--- config.mk ---
export PLATFORM = sky130hd
export DESIGN_NAME = keyword_substitution_cipher_core_flat
export DESIGN_NICKNAME = d
export VERILOG_FILES = /design/src/design/ksc_pkg.sv /design/src/design/ksc_in_if.sv /design/src/design/ksc_out_if.sv /design/src/design/keyword_substitution_cipher_core.sv /design/src/flat_wrapper.sv
export SDC_FILE = /design/constraint.sdc
export NUM_CORES = 1
export LEC_CHECK = 0
export ABC_CLOCK_PERIOD_IN_PS = 4500
export BUFFER_PORTS_ARGS = -buffer_cell sky130_fd_sc_hd__buf_4
export CAP_MARGIN = 5
export CELL_PAD_IN_SITES_DETAIL_PLACEMENT = 0
export CELL_PAD_IN_SITES_GLOBAL_PLACEMENT = 2
export CORE_UTILIZATION = 30
export CTS_CLUSTER_DIAMETER = 100
export DETAILED_ROUTE_END_ITERATION = 10
export GPL_TIMING_DRIVEN = 0
export HOLD_SLACK_MARGIN = 0.02
export PLACE_DENSITY = 0.62
export SLEW_MARGIN = 0
export SYNTH_ARGS = -nofsm -noshare
export SYNTH_HDL_FRONTEND = slang
export SYNTH_SLANG_ARGS = --single-unit
--- constraint.sdc ---
create_clock -name clk -period 4.5 [get_ports clk]
set_input_delay 0.45 -clock clk [delete_from_list [all_inputs] [get_ports clk]]
set_output_delay 0.45 -clock clk [all_outputs]
set_load 0.05 [all_outputs]
--- src/design/ksc_pkg.sv ---
// types, codes and helpers shared by the keyword substitution cipher
`timescale 1ns / 1ps

package ksc_pkg;

	localparam int IDX_W = 5;

	typedef logic [IDX_W-1:0] idx_t;

	localparam idx_t LETTERS     = 5'd26;
	localparam idx_t FIRST_IDX   = 5'd0;
	localparam idx_t LAST_LETTER = 5'd25;

	localparam logic [2:0] MODE_CLEAR  = 3'd0;
	localparam logic [2:0] MODE_KEY    = 3'd1;
	localparam logic [2:0] MODE_FINISH = 3'd2;
	localparam logic [2:0] MODE_ENC    = 3'd3;
	localparam logic [2:0] MODE_DEC    = 3'd4;

	localparam logic [7:0] CHAR_UPPER_A = 8'h41;
	localparam logic [7:0] CHAR_UPPER_Z = 8'h5a;
	localparam logic [7:0] CHAR_LOWER_A = 8'h61;
	localparam logic [7:0] CHAR_LOWER_Z = 8'h7a;

	typedef enum logic [2:0] {
		ST_IDLE,
		ST_FILL,
		ST_INVERT,
		ST_DRAIN,
		ST_LOOKUP
	} state_t;

	typedef struct packed {
		logic is_letter;
		logic lower;
		idx_t idx;
	} letter_t;

	function automatic letter_t decode_letter(input logic [7:0] b);
		letter_t r;
		r.is_letter = 1'b0;
		r.lower     = 1'b0;
		r.idx       = FIRST_IDX;
		if (b >= CHAR_UPPER_A && b <= CHAR_UPPER_Z) begin
			r.is_letter = 1'b1;
			r.idx       = IDX_W'(b - CHAR_UPPER_A);
		end else if (b >= CHAR_LOWER_A && b <= CHAR_LOWER_Z) begin
			r.is_letter = 1'b1;
			r.lower     = 1'b1;
			r.idx       = IDX_W'(b - CHAR_LOWER_A);
		end
		return r;
	endfunction

endpackage

--- src/design/ksc_in_if.sv ---
// input channel: mode and byte with valid/ready
`timescale 1ns / 1ps

interface ksc_in_if;
	logic       valid;
	logic       ready;
	logic [2:0] mode;
	logic [7:0] byte_in;

	modport source (output valid, output mode, output byte_in, input ready);
	modport sink (input valid, input mode, input byte_in, output ready);
endinterface

--- src/design/ksc_out_if.sv ---
// output channel: result byte with valid/ready
`timescale 1ns / 1ps

interface ksc_out_if;
	logic       valid;
	logic       ready;
	logic [7:0] byte_out;

	modport source (output valid, output byte_out, input ready);
	modport sink (input valid, input byte_out, output ready);
endinterface

--- src/design/keyword_substitution_cipher_core.sv ---
// keyword substitution cipher core: key loading, table build and byte lookup
//
// din carries a mode and a byte. mode 0 clears the key, mode 1 adds a keyword
// letter (non-letters and repeats dropped), mode 2 completes the cipher
// alphabet with the unused letters from Z down to A and rebuilds the inverse
// table, mode 3 encrypts and mode 4 decrypts one byte. only modes 3 and 4
// return a word on dout; letters keep their case, other bytes pass unchanged.
// encrypt and decrypt: the accept cycle issues the table read, and the next
// cycle, in the lookup state, uses the registered memory output and loads
// the output register once it is free; dout is valid from that register.
// finish runs through the accept cycle, the fill state placing leftover
// letters through the forward table write port, then the invert state
// reading every forward table entry, each read feeding one inverse table
// write, then the drain state for the last write.
// reset (and mode 0) marks every table entry invalid through per-entry valid
// bits; an invalid entry reads as the identity mapping, so no clearing pass.
// when dout stalls, a finished word waits in the output register; one more
// word may be accepted and is held in the lookup stage until the register
// frees up.
`timescale 1ns / 1ps

module keyword_substitution_cipher_core (
	input  logic              clk,
	input  logic              arst_n,
	ksc_in_if.sink            din,
	ksc_out_if.source         dout
);

	ksc_pkg::state_t  state_q, state_d;
	ksc_pkg::letter_t dec;

	ksc_pkg::idx_t fwd_mem [26];
	ksc_pkg::idx_t inv_mem [26];
	logic [25:0]   fwd_vld_q;
	logic [25:0]   inv_vld_q;
	logic [25:0]   used_q;
	ksc_pkg::idx_t key_len_q;
	ksc_pkg::idx_t fill_cnt_q;
	ksc_pkg::idx_t inv_cnt_q;

	// read stage
	ksc_pkg::idx_t fwd_rdata_s1;
	ksc_pkg::idx_t inv_rdata_s1;
	ksc_pkg::idx_t rd_addr_s1;
	logic          fwd_vld_s1;
	logic          inv_vld_s1;
	logic          inv_wr_s1;
	logic          letter_s1;
	logic          lower_s1;
	logic          decrypt_s1;
	logic [7:0]    byte_s1;

	logic          out_vld_q;
	logic [7:0]    out_byte_q;

	// control
	logic          fwd_we;
	ksc_pkg::idx_t fwd_wa;
	ksc_pkg::idx_t fwd_wd;
	logic          rd_en;
	ksc_pkg::idx_t rd_addr;
	logic          lookup_start;
	logic          inv_req;
	logic          key_clear;
	logic          out_load;
	logic          out_free;
	logic          accept;

	ksc_pkg::idx_t fwd_eff;
	ksc_pkg::idx_t inv_eff;
	ksc_pkg::idx_t map_idx;
	logic [7:0]    case_base;
	logic [7:0]    result_byte;

	assign dec      = ksc_pkg::decode_letter(din.byte_in);
	assign accept   = din.valid && din.ready;
	assign out_free = !out_vld_q || dout.ready;

	assign fwd_eff     = fwd_vld_s1 ? fwd_rdata_s1 : rd_addr_s1;
	assign inv_eff     = inv_vld_s1 ? inv_rdata_s1 : rd_addr_s1;
	assign map_idx     = decrypt_s1 ? inv_eff : fwd_eff;
	assign case_base   = lower_s1 ? ksc_pkg::CHAR_LOWER_A : ksc_pkg::CHAR_UPPER_A;
	assign result_byte = letter_s1 ? case_base + {3'b000, map_idx} : byte_s1;

	// next state
	always_comb begin
		state_d = state_q;
		unique case (state_q)
			ksc_pkg::ST_IDLE: begin
				if (din.valid) begin
					if (din.mode == ksc_pkg::MODE_FINISH) begin
						state_d = ksc_pkg::ST_FILL;
					end else if (din.mode == ksc_pkg::MODE_ENC ||
					             din.mode == ksc_pkg::MODE_DEC) begin
						state_d = ksc_pkg::ST_LOOKUP;
					end
				end
			end
			ksc_pkg::ST_FILL: begin
				if (fill_cnt_q == ksc_pkg::FIRST_IDX) begin
					state_d = ksc_pkg::ST_INVERT;
				end
			end
			ksc_pkg::ST_INVERT: begin
				if (inv_cnt_q == ksc_pkg::LAST_LETTER) begin
					state_d = ksc_pkg::ST_DRAIN;
				end
			end
			ksc_pkg::ST_DRAIN: begin
				state_d = ksc_pkg::ST_IDLE;
			end
			ksc_pkg::ST_LOOKUP: begin
				if (out_free) begin
					state_d = ksc_pkg::ST_IDLE;
				end
			end
			default: begin
				state_d = ksc_pkg::ST_IDLE;
			end
		endcase
	end

	// outputs of the state machine
	always_comb begin
		din.ready    = 1'b0;
		fwd_we       = 1'b0;
		fwd_wa       = key_len_q;
		fwd_wd       = dec.idx;
		rd_en        = 1'b0;
		rd_addr      = dec.idx;
		lookup_start = 1'b0;
		inv_req      = 1'b0;
		key_clear    = 1'b0;
		out_load     = 1'b0;
		unique case (state_q)
			ksc_pkg::ST_IDLE: begin
				din.ready = 1'b1;
				if (din.valid) begin
					priority if (din.mode == ksc_pkg::MODE_CLEAR) begin
						key_clear = 1'b1;
					end else if (din.mode == ksc_pkg::MODE_KEY) begin
						fwd_we = dec.is_letter && !used_q[dec.idx] &&
						         (key_len_q < ksc_pkg::LETTERS);
					end else if (din.mode == ksc_pkg::MODE_ENC ||
					             din.mode == ksc_pkg::MODE_DEC) begin
						rd_en        = 1'b1;
						lookup_start = 1'b1;
					end else begin
						rd_en = 1'b0;
					end
				end
			end
			ksc_pkg::ST_FILL: begin
				fwd_wd = fill_cnt_q;
				fwd_we = !used_q[fill_cnt_q] && (key_len_q < ksc_pkg::LETTERS);
			end
			ksc_pkg::ST_INVERT: begin
				rd_en   = 1'b1;
				rd_addr = inv_cnt_q;
				inv_req = 1'b1;
			end
			ksc_pkg::ST_DRAIN: begin
				rd_en = 1'b0;
			end
			ksc_pkg::ST_LOOKUP: begin
				out_load = out_free;
			end
			default: begin
				rd_en = 1'b0;
			end
		endcase
	end

	always_ff @(posedge clk or negedge arst_n) begin
		if (!arst_n) begin
			state_q <= ksc_pkg::ST_IDLE;
		end else begin
			state_q <= state_d;
		end
	end

	// key state and valid bits
	always_ff @(posedge clk or negedge arst_n) begin
		if (!arst_n) begin
			used_q     <= '0;
			key_len_q  <= '0;
			fwd_vld_q  <= '0;
			inv_vld_q  <= '0;
			fill_cnt_q <= ksc_pkg::LAST_LETTER;
			inv_cnt_q  <= ksc_pkg::FIRST_IDX;
			inv_wr_s1  <= 1'b0;
		end else begin
			inv_wr_s1 <= inv_req;
			if (key_clear) begin
				used_q    <= '0;
				key_len_q <= '0;
				fwd_vld_q <= '0;
				inv_vld_q <= '0;
			end else begin
				if (fwd_we) begin
					used_q[fwd_wd]    <= 1'b1;
					fwd_vld_q[fwd_wa] <= 1'b1;
					key_len_q         <= key_len_q + 5'd1;
				end
				if (inv_wr_s1) begin
					inv_vld_q[fwd_eff] <= 1'b1;
				end
			end
			if (state_q == ksc_pkg::ST_IDLE) begin
				fill_cnt_q <= ksc_pkg::LAST_LETTER;
			end else if (state_q == ksc_pkg::ST_FILL) begin
				fill_cnt_q <= fill_cnt_q - 5'd1;
			end
			if (state_q == ksc_pkg::ST_FILL) begin
				inv_cnt_q <= ksc_pkg::FIRST_IDX;
			end else if (state_q == ksc_pkg::ST_INVERT) begin
				inv_cnt_q <= inv_cnt_q + 5'd1;
			end
		end
	end

	// forward table
	always_ff @(posedge clk) begin
		if (fwd_we) begin
			fwd_mem[fwd_wa] <= fwd_wd;
		end
		if (rd_en) begin
			fwd_rdata_s1 <= fwd_mem[rd_addr];
		end
	end

	// inverse table
	always_ff @(posedge clk) begin
		if (inv_wr_s1) begin
			inv_mem[fwd_eff] <= rd_addr_s1;
		end
		if (rd_en) begin
			inv_rdata_s1 <= inv_mem[rd_addr];
		end
	end

	// read stage payload
	always_ff @(posedge clk) begin
		if (rd_en) begin
			rd_addr_s1 <= rd_addr;
			fwd_vld_s1 <= fwd_vld_q[rd_addr];
			inv_vld_s1 <= inv_vld_q[rd_addr];
		end
		if (lookup_start) begin
			letter_s1  <= dec.is_letter;
			lower_s1   <= dec.lower;
			decrypt_s1 <= (din.mode == ksc_pkg::MODE_DEC);
			byte_s1    <= din.byte_in;
		end
	end

	// output register
	always_ff @(posedge clk or negedge arst_n) begin
		if (!arst_n) begin
			out_vld_q <= 1'b0;
		end else if (out_load) begin
			out_vld_q <= 1'b1;
		end else if (dout.ready) begin
			out_vld_q <= 1'b0;
		end
	end

	always_ff @(posedge clk) begin
		if (out_load) begin
			out_byte_q <= result_byte;
		end
	end

	assign dout.valid    = out_vld_q;
	assign dout.byte_out = out_byte_q;

	a_busy_no_accept: assert property (@(posedge clk) disable iff (!arst_n)
		(state_q != ksc_pkg::ST_IDLE) |-> !din.ready)
		else $error("word accepted while busy");

	a_used_matches_len: assert property (@(posedge clk) disable iff (!arst_n)
		$countones(used_q) == 32'(key_len_q))
		else $error("letter set and key length disagree");

	a_fill_completes: assert property (@(posedge clk) disable iff (!arst_n)
		(state_q == ksc_pkg::ST_FILL && fill_cnt_q == ksc_pkg::FIRST_IDX)
		|=> (key_len_q == ksc_pkg::LETTERS))
		else $error("cipher alphabet incomplete after fill");

	a_out_from_lookup: assert property (@(posedge clk) disable iff (!arst_n)
		$rose(out_vld_q) |-> $past(state_q == ksc_pkg::ST_LOOKUP))
		else $error("output word without lookup");

	a_accept_only_idle: assert property (@(posedge clk) disable iff (!arst_n)
		accept |=> (state_q != ksc_pkg::ST_INVERT && state_q != ksc_pkg::ST_DRAIN))
		else $error("accept led straight into table build");

endmodule
--- src/flat_wrapper.sv ---
// flat-port wrapper written by rule: the top's interface ports become plain ports
module keyword_substitution_cipher_core_flat 
  (clk, arst_n, din_valid, din_mode, din_byte_in, din_ready, dout_valid, dout_byte_out, dout_ready);
  ksc_in_if din_i ();
  ksc_out_if dout_i ();
  input  logic clk;
  input  logic arst_n;
  input wire logic [$bits(din_i.valid)-1:0] din_valid;
  input wire logic [$bits(din_i.mode)-1:0] din_mode;
  input wire logic [$bits(din_i.byte_in)-1:0] din_byte_in;
  output wire logic [$bits(din_i.ready)-1:0] din_ready;
  output wire logic [$bits(dout_i.valid)-1:0] dout_valid;
  output wire logic [$bits(dout_i.byte_out)-1:0] dout_byte_out;
  input wire logic [$bits(dout_i.ready)-1:0] dout_ready;
  assign din_i.valid = din_valid;
  assign din_i.mode = din_mode;
  assign din_i.byte_in = din_byte_in;
  assign din_ready = din_i.ready;
  assign dout_valid = dout_i.valid;
  assign dout_byte_out = dout_i.byte_out;
  assign dout_i.ready = dout_ready;
  keyword_substitution_cipher_core u_core (.clk(clk), .arst_n(arst_n), .din(din_i), .dout(dout_i));
endmodule
==> results of run 1 <==
-- logic make-up (layout without fill, tap and decap cells) --
family          after synthesis  count (layout)
compound gates              224             224
xor+xnor                      9               9
fa+ha+maj                    12              12
buf+inv                     105             212
flops                       394             394
mux                          83              83
simple gates                556             556
-- registers in the layout, summed over array words and instances, names as in the netlist, 8 cells and up --
signal	count
u_core.used_q	26
u_core.byte_s1	8
u_core.dout.byte_out	8
u_core.inv_mem	130
u_core.fwd_vld_q	26
u_core.inv_vld_q	26
u_core.fwd_mem	130
-- worst min path at each step --
stage / start / to / cells past startpoint
after global routing: din_byte_in[4] / u_core.byte_s1[4] / 1
after global placement: u_core.fwd_vld_q[21] / u_core.fwd_vld_q[21] / 2
final: din_byte_in[4] / u_core.byte_s1[4] / 1
after detailed placement: arst_n / u_core.dout.valid / 1
after CTS: din_byte_in[4] / u_core.byte_s1[4] / 1
after floorplan: arst_n / u_core.dout.valid / 0
-- metrics by stage --
step | hold WS, ns | util [%] | setup TNS, ns
6_report | 0.0788 | 35.3 | 0
3_3_place_gp | 0.459 | 32.5 | -100.36
5_1_grt | 0.0542 | 35.3 | 0
4_1_cts | 0.0430 | 35.3 | -0.973
2_1_floorplan | 0.154 | - | 0
3_5_place_dp | 0.371 | 32.6 | -102.97
-- report_power, final --
part | internal (mW) | total (mW) | switching [mW]
clock network | 2.30 | 3.78 | 1.47
logic | 0.611 | 1.88 | 1.27
registers | 4.46 | 4.69 | 0.234
-- timing repair --
item / in CTS / in global routing
endpoints found under the hold margin: 27 / 0
hold buffers: 1 / 0
setup endpoints to repair: 92 / 88
resized for setup: 7 / 11
buffers inserted: 0 / 0
-- layer usage --
layer	up-vias	share of wire, %	global-route usage [%]
met1	5877	47	25.9
li1	5280	-	-
met4	0	2.9	5.88
met5	-	0	0
met3	77	3.8	2.65
met2	239	46	29.0
-- layout make-up --
type | count | area, sq um
Timing Repair Buffer | 26 | 221
Clock buffer | 61 | 1230
Sequential cell | 394 | 11300
Buffer | 80 | 367
Clock inverter | 20 | 275
Inverter | 25 | 93.8
Fill cell | 5618 | 36600
Tap cell | 756 | 946
Multi-Input combinational cell | 884 | 5530
-- worst max-delay path, delay by kind of cell --
family / cells / cell delay, ns
buf+inv: 6 / 1.66
compound gates: 5 / 1.54
simple gates: 2 / 0.69
fa+ha+maj: 1 / 0.26
-- cell usage in the layout (no fill, tap or decap), drive strengths merged, types with 17 or more instances in the layout --
master and count:
edfxtp 296, nand2 252, nor2 151, clkbuf 103
dfrtp 95, buf 63, a21oi 57, mux2i 52
nand3 44, o21ai 39, inv 26, and3 24
mux4 24, nand4 19, nor3 17, a31oi 17
==> results.md, run 1 <==
| Quantity | Reported |
|:---|:---|
| Per-cell routed wire length | 23.7 um |
| Fin Clk Skew | 0.0162 ns |
| Final-report setup violation count | 0 |
| Largest cells by area after synthesis | sky130_fd_sc_hd__edfxtp_1, sky130_fd_sc_hd__dfrtp_1, sky130_fd_sc_hd__nand2_1 |
| Cell with the largest stage delay on the worst path | sky130_fd_sc_hd__o41ai_1 |
| Largest net degree at the start of global routing | 69 |
| Hpwl dp | 37100 um |
| Distinct cell type count of the synthesized netlist | 80 |
| Period utilization | 97.3% |
| Share of final-layout standard cells stronger than drive strength 1 | 12.8% |
| Hold/Removal Path Class | input port to flip-flop |
| XOR/XNOR share of the synthesized area | 0.456% |
| Number of global-route vias before repair | 11488 |
| Worst IR drop on VDD | 0.000218 V |
| Yosys warning count | 0 |
| Total non-filler cell area in the finished layout | 0.0200 sq mm |
| Arrival time of the worst setup path | 4.65 ns |
| Count leader, synth | sky130_fd_sc_hd__edfxtp_1 |
| Worst endpoint required time | 4.77 ns |
| Wire length of the first global-routing pass | 79500 um |
| Placement Cell Area | 0.0184 sq mm |
| Global routing usage summed across all routing layers | 18.3% |
| Launching element type of the critical path | input port |
| Worst setup path startpoint | din_byte_in[0] |
| Synthesis-to-finish area growth | 15.7% |
| Slew @ Worst Pin | 1.26 ns |
| Proportion of synthesized area in mux cells | 6.64% |
| Std cell rows | 87 |
| CTS H-tree lvls | 2 |
| Register clock-pin slew on the reported worst setup and hold paths | 0.06 ns |
| Synth Area in Adders | 0.869% |
| Cts bufs inserted | 45 |
| Main combinational cell family by area after synthesis | simple AND/OR/NAND/NOR gates |
| Placer congestion estimate | 0.817 |
| Final setup slack of the worst path | 0.121 ns |
| Synthesized area divided by synthesized cell count | 12.5 sq um |
| Share of flip-flops with an asynchronous set or reset after synthesis | 24.9% |
| Via count of the routed design | 11473 |
| Count of antenna-violating nets left after detailed routing | 0 |
| Cell area power density | 518 mW/mm^2 |
| Synth Area in Simple Gates | 14.2% |
| Synthesis-stage register bit count | 394 |
| Area fraction in compound gates after synthesis | 9.53% |
| List of most frequent post-synthesis cells | sky130_fd_sc_hd__edfxtp_1, sky130_fd_sc_hd__nand2_1, sky130_fd_sc_hd__nor2_1 |
| Routed via count divided by cell count | 5.11 |
| Dominant register cell in the synthesized netlist | sky130_fd_sc_hd__edfxtp_1 |
| Buffer depth of the longest clock path | 3 |
| Most frequent cell on the critical path | sky130_fd_sc_hd__inv_1 |
| Final Max Slew Viols | 0 |
| Final wirelength | 53200 um |
| Setup slack at placement | -0.909 ns |
| Type of the worst setup path | input port to flip-flop |
| Count of routing violations after the opening detailed-route iteration | 768 |
| Setup slack on the worst flop-to-flop path | 0.35 ns |
| Reg2Reg Launch Point | u_core.state_q[1] |
| Worst flop-to-flop path endpoint | u_core.fwd_rdata_s1[3] |
| Unrepaired setup endpoints after global routing | false |
| Cell Area, Synth | 0.0173 sq mm |
| I/O pin total | 25 |
| Antenna violations before repair | 0 |
| Share of the synthesized area in the top cell type | 51.4% |
| Count of endpoints failing hold in the final timing report | 0 |
| Drt drc | 0 |
| Max_cap viols | 0 |
| Clock tree from TritonCTS | done |
| Die outline width | 242 um |
| Cell chosen for the clock root | sky130_fd_sc_hd__clkbuf_16 |
| Synthesized instance count | 1383 |
| Clock latency of the later-clocked register in the worst-skew pair | 0.57 ns |
| Placed Cells incl. Taps | 2164 |
| FF-to-FF path depth | 12 |
| Library cell occupying the most area in the post-synthesis netlist | sky130_fd_sc_hd__edfxtp_1 |
| Number of cells in the finished layout apart from fillers | 2246 |
| Peak clock frequency supported by timing | 0.228 GHz |
| Slowest Stage Delay on Critical Path | 0.76 ns |
| Outcome | finished clean |
| Min Clock Period, post-route | 4.38 ns |
| Number of nets in the layout | 1483 |
| Area of the die | 0.0586 sq mm |
| Max-slew headroom at the worst pin | 15.8% |
| Core area | 0.0566 sq mm |
| Cells along the critical path | buf_4 -> buf_2 -> inv_1 -> ha_1 -> or3b_4 -> o311ai_4 -> nor4_4 -> a21boi_4 -> buf_6 -> inv_1 -> clkbuf_1 -> a311oi_1 -> o41ai_1 -> a21oi_1 |
| Final Power | 10.4 mW |
| LEAKAGE | 7.25 nW |
| Iteration count of the initial detailed-routing pass | 5 |
| Antenna diode count | 0 |
| Number of clock sinks | 394 |
| Critical-path maximum fanout | 10 |
| Sort of element at the end of the critical path | flip-flop |
| GRT overflow | 0 |
| Net count after synthesis | 1410 |
| Die height | 242 um |
| Critical path destination | u_core.fwd_rdata_s1[0] |
| Starting Density | 30.5% |
| Proportion of synthesized chip area in sequential cells | 65.6% |
| Post-synth EDFFs | 296 |
| Buffers added on ports | 24 |
No activity file was read; power rests on OpenSTA's default activity.
==> run 2: changes to the inputs <==
--- a/config.mk
+++ b/config.mk
@@ -6,10 +6,11 @@
 export NUM_CORES = 1
 export LEC_CHECK = 0
 export ABC_CLOCK_PERIOD_IN_PS = 4500
-export BUFFER_PORTS_ARGS = -buffer_cell sky130_fd_sc_hd__buf_4
+export BUFFER_PORTS_ARGS = -buffer_cell sky130_fd_sc_hd__buf_2
 export CAP_MARGIN = 5
 export CELL_PAD_IN_SITES_DETAIL_PLACEMENT = 0
 export CELL_PAD_IN_SITES_GLOBAL_PLACEMENT = 2
+export CORE_ASPECT_RATIO = 1.2
 export CORE_UTILIZATION = 30
 export CTS_CLUSTER_DIAMETER = 100
 export DETAILED_ROUTE_END_ITERATION = 10
==> run 2 against run 1 <==
  * Worst setup slack better by 0.0025 ns
  * Combinational power about the same
  * Die area about the same
  * Non-clock buffer count up 1
  * Critical path depth down 2
  * Sequential share of layout area up 0.37 points
  * Sequential power about the same
  * Utilization down 0.51 points
  * Final cell count down 1.1%
  * Fmax about the same
  * Largest cell class unchanged
  * Largest power group unchanged
==> results.md, run 2 (synthesized netlist as in run 1, its figures left out) <==
| Quantity | Reported | vs previous |
|:---|:---|:---|
| Per-cell routed wire length | 23.9 um | +0.64% |
| Final setup slack of the worst path | 0.123 ns | +0.00247 ns |
| Sequential cell area | 0.0113 sq mm | unchanged |
| Cts bufs inserted | 41 | -8.9% |
| Slew @ Worst Pin | 1.20 ns | -0.0640 ns |
| Cell area power density | 504 mW/mm^2 | -2.7% |
| Final Max Slew Viols | 0 | unchanged |
| Drt drc | 0 | unchanged |
| Area of the die | 0.0586 sq mm | about the same |
| Antenna diode count | 0 | unchanged |
| Buffers added on ports | 24 | unchanged |
| I/O pin total | 25 | unchanged |
| Synthesis-to-finish area growth | 15.0% |  |
| Register clock-pin slew on the reported worst setup and hold paths | 0.06 ns | about the same |
| Arrival time of the worst setup path | 4.61 ns | -0.04 ns |
| Leading cell types in the layout, fill and taps excluded | sky130_fd_sc_hd__edfxtp_1, sky130_fd_sc_hd__nand2_1, sky130_fd_sc_hd__nor2_1 |  |
| Cell chosen for the clock root | sky130_fd_sc_hd__clkbuf_16 |  |
| Number of instances on the worst hold path | 1 | unchanged |
| Worst flop-to-flop path endpoint | u_core.inv_rdata_s1[4] |  |
| Hold/Removal Path Class | input port to flip-flop |  |
| Worst IR drop on VDD | 0.000225 V | +3.4% |
| Count of antenna-violating nets left after detailed routing | 0 | unchanged |
| Wire length of the first global-routing pass | 78100 um | -1.7% |
| Final wirelength | 53000 um | -0.48% |
| Final-report setup violation count | 0 | unchanged |
| Max_cap viols | 0 | unchanged |
| CTS H-tree lvls | 2 | unchanged |
| Sort of element at the end of the critical path | flip-flop |  |
| Min Clock Period, post-route | 4.38 ns | -0.00247 ns |
| Launching element type of the critical path | input port |  |
| Max-slew headroom at the worst pin | 20.2% | +4.4 points |
| Peak clock frequency supported by timing | 0.228 GHz | about the same |
| Clock tree from TritonCTS | done |  |
| Die outline width | 221 um | -8.6% |
| Outcome | finished clean |  |
| Setup slack on the worst flop-to-flop path | 0.41 ns | +0.06 ns |
| Critical-path maximum fanout | 10 | unchanged |
| Final-layout fill cell count | 5538 | -1.4% |
| Count of endpoints failing hold in the final timing report | 0 | unchanged |
| Routed via count divided by cell count | 5.05 | -1.1% |
| Hold Crit Endpoint | u_core.byte_s1[4] |  |
| Die height | 265 um | +9.5% |
| Reg2Reg Launch Point | u_core.state_q[1] |  |
| Placed Cells incl. Taps | 2144 | -0.92% |
| Final Power | 10.0 mW | -3.3% |
| Number of nets in the layout | 1480 | -0.20% |
| Unrepaired setup endpoints after global routing | true |  |
| Std cell rows | 96 | +10% |
| Placer congestion estimate | 0.859 | +5.2% |
| Clock latency of the later-clocked register in the worst-skew pair | 0.58 ns | about the same |
| Buffer depth of the longest clock path | 3 | unchanged |
| Worst endpoint required time | 4.73 ns | -0.04 ns |
| Hold Worst Slack | 0.0877 ns | +0.00899 ns |
| Share of final-layout standard cells stronger than drive strength 1 | 14.0% | +1.2 points |
| Type of the worst setup path | input port to flip-flop |  |
| Setup slack at placement | -1.36 ns | -0.449 ns |
| Most common cell after layout, fill and taps aside | sky130_fd_sc_hd__edfxtp_1 |  |
| Hpwl dp | 36600 um | -1.4% |
| Starting Density | 30.3% | -0.24 points |
| GRT overflow | 0 | unchanged |
| Fin Clk Skew | 0.0255 ns | +0.00931 ns |
| Multi-input combinational cell area | 0.00561 sq mm | +1.5% |
| Via count of the routed design | 11225 | -2.2% |
| Iteration count of the initial detailed-routing pass | 6 | +1 |
| Core area | 0.0571 sq mm | +0.80% |
| Largest net degree at the start of global routing | 51 | -26% |
| Hold Path Origin | din_byte_in[4] |  |
| Global routing usage summed across all routing layers | 18.3% | -0.032 points |
| Number of global-route vias before repair | 11218 | -2.4% |
| Number of clock sinks | 394 | unchanged |
| Period utilization | 97.3% | about the same |
| LEAKAGE | 7.21 nW | -0.51% |
| Final sum of negative setup slack | 0 ns | unchanged |
| Number of cells in the finished layout apart from fillers | 2221 | -1.1% |
| Count of routing violations after the opening detailed-route iteration | 806 | +4.9% |
| Top flop regs | u_core.fwd_mem: 130 flops, u_core.inv_mem: 130 flops |  |
| Setup Buffers After CTS | 0 | unchanged |
| FF-to-FF path depth | 10 | -2 |
| Antenna violations before repair | 0 | unchanged |
[run 2: repair_timing]
action / 4_1_cts / 5_1_grt
hold buffers: 1 / 0
endpoints found under the setup margin: 92 / 72
resized for setup: 17 / 26
cloned: 0 / 0
hold endpoints to repair: 46 / 0
[run 2: area by class of cell]
cell class	count	share of cell area, %
timing repair buffer	27	0.831
buffer	80	1.87
clock buffer	54	5.61
tap	735	4.63
inverter	25	0.491
multi-input combinational	884	28.2
sequential	394	57.1
clock inverter	22	1.23
[run 2: stage by stage]
stage / cell area [sq um] / util [%]
floorplan: 17300 / -
global placement: 18300 / 32.1
detailed placement: 18400 / 32.2
CTS: 19800 / 34.7
global route: 19900 / 34.8
finish: 19900 / 34.8
[run 2: critical path, cell delays in order]
cell and delay, ns:
sky130_fd_sc_hd__buf_2 0.20, sky130_fd_sc_hd__buf_2 0.37, sky130_fd_sc_hd__inv_1 0.19, sky130_fd_sc_hd__ha_1 0.47
sky130_fd_sc_hd__clkbuf_2 0.30, sky130_fd_sc_hd__mux4_2 0.35, sky130_fd_sc_hd__mux2_2 0.29, sky130_fd_sc_hd__a311o_1 0.40
sky130_fd_sc_hd__o31ai_2 0.39, sky130_fd_sc_hd__buf_4 0.29, sky130_fd_sc_hd__nand2_1 0.43, sky130_fd_sc_hd__nor2_2 0.44
[run 2: where the power goes]
part	internal, mW	leakage, nW	total (mW)	switching (mW)
logic	0.605	2.56	1.86	1.26
registers	4.45	3.98	4.68	0.227
clock network	1.99	0.664	3.47	1.48
total	7.05	7.21	10.0	2.96
[run 2: worst max-delay path by stage]
stage	startpoint	end	slack [ns]	cells after the start
2_1_floorplan	din_byte_in[0]	u_core.fwd_mem[20][0]	0.87	11
3_3_place_gp	din_byte_in[0]	u_core.fwd_rdata_s1[0]	-1.36	12
3_5_place_dp	din_byte_in[0]	u_core.fwd_rdata_s1[0]	-1.36	12
4_1_cts	din_byte_in[0]	u_core.fwd_rdata_s1[0]	0.02	14
5_1_grt	din_byte_in[0]	u_core.fwd_mem[0][1]	-0.03	12
6_report	din_byte_in[0]	u_core.fwd_mem[0][0]	0.12	12
[run 2: metal layers]
layer	wire, um	vias up	global-route usage, %
li1	-	5278	-
met5	0	-	0
met3	2030	74	2.37
met4	1420	0	5.82
met1	22800	5635	23.4
met2	26700	238	32.1
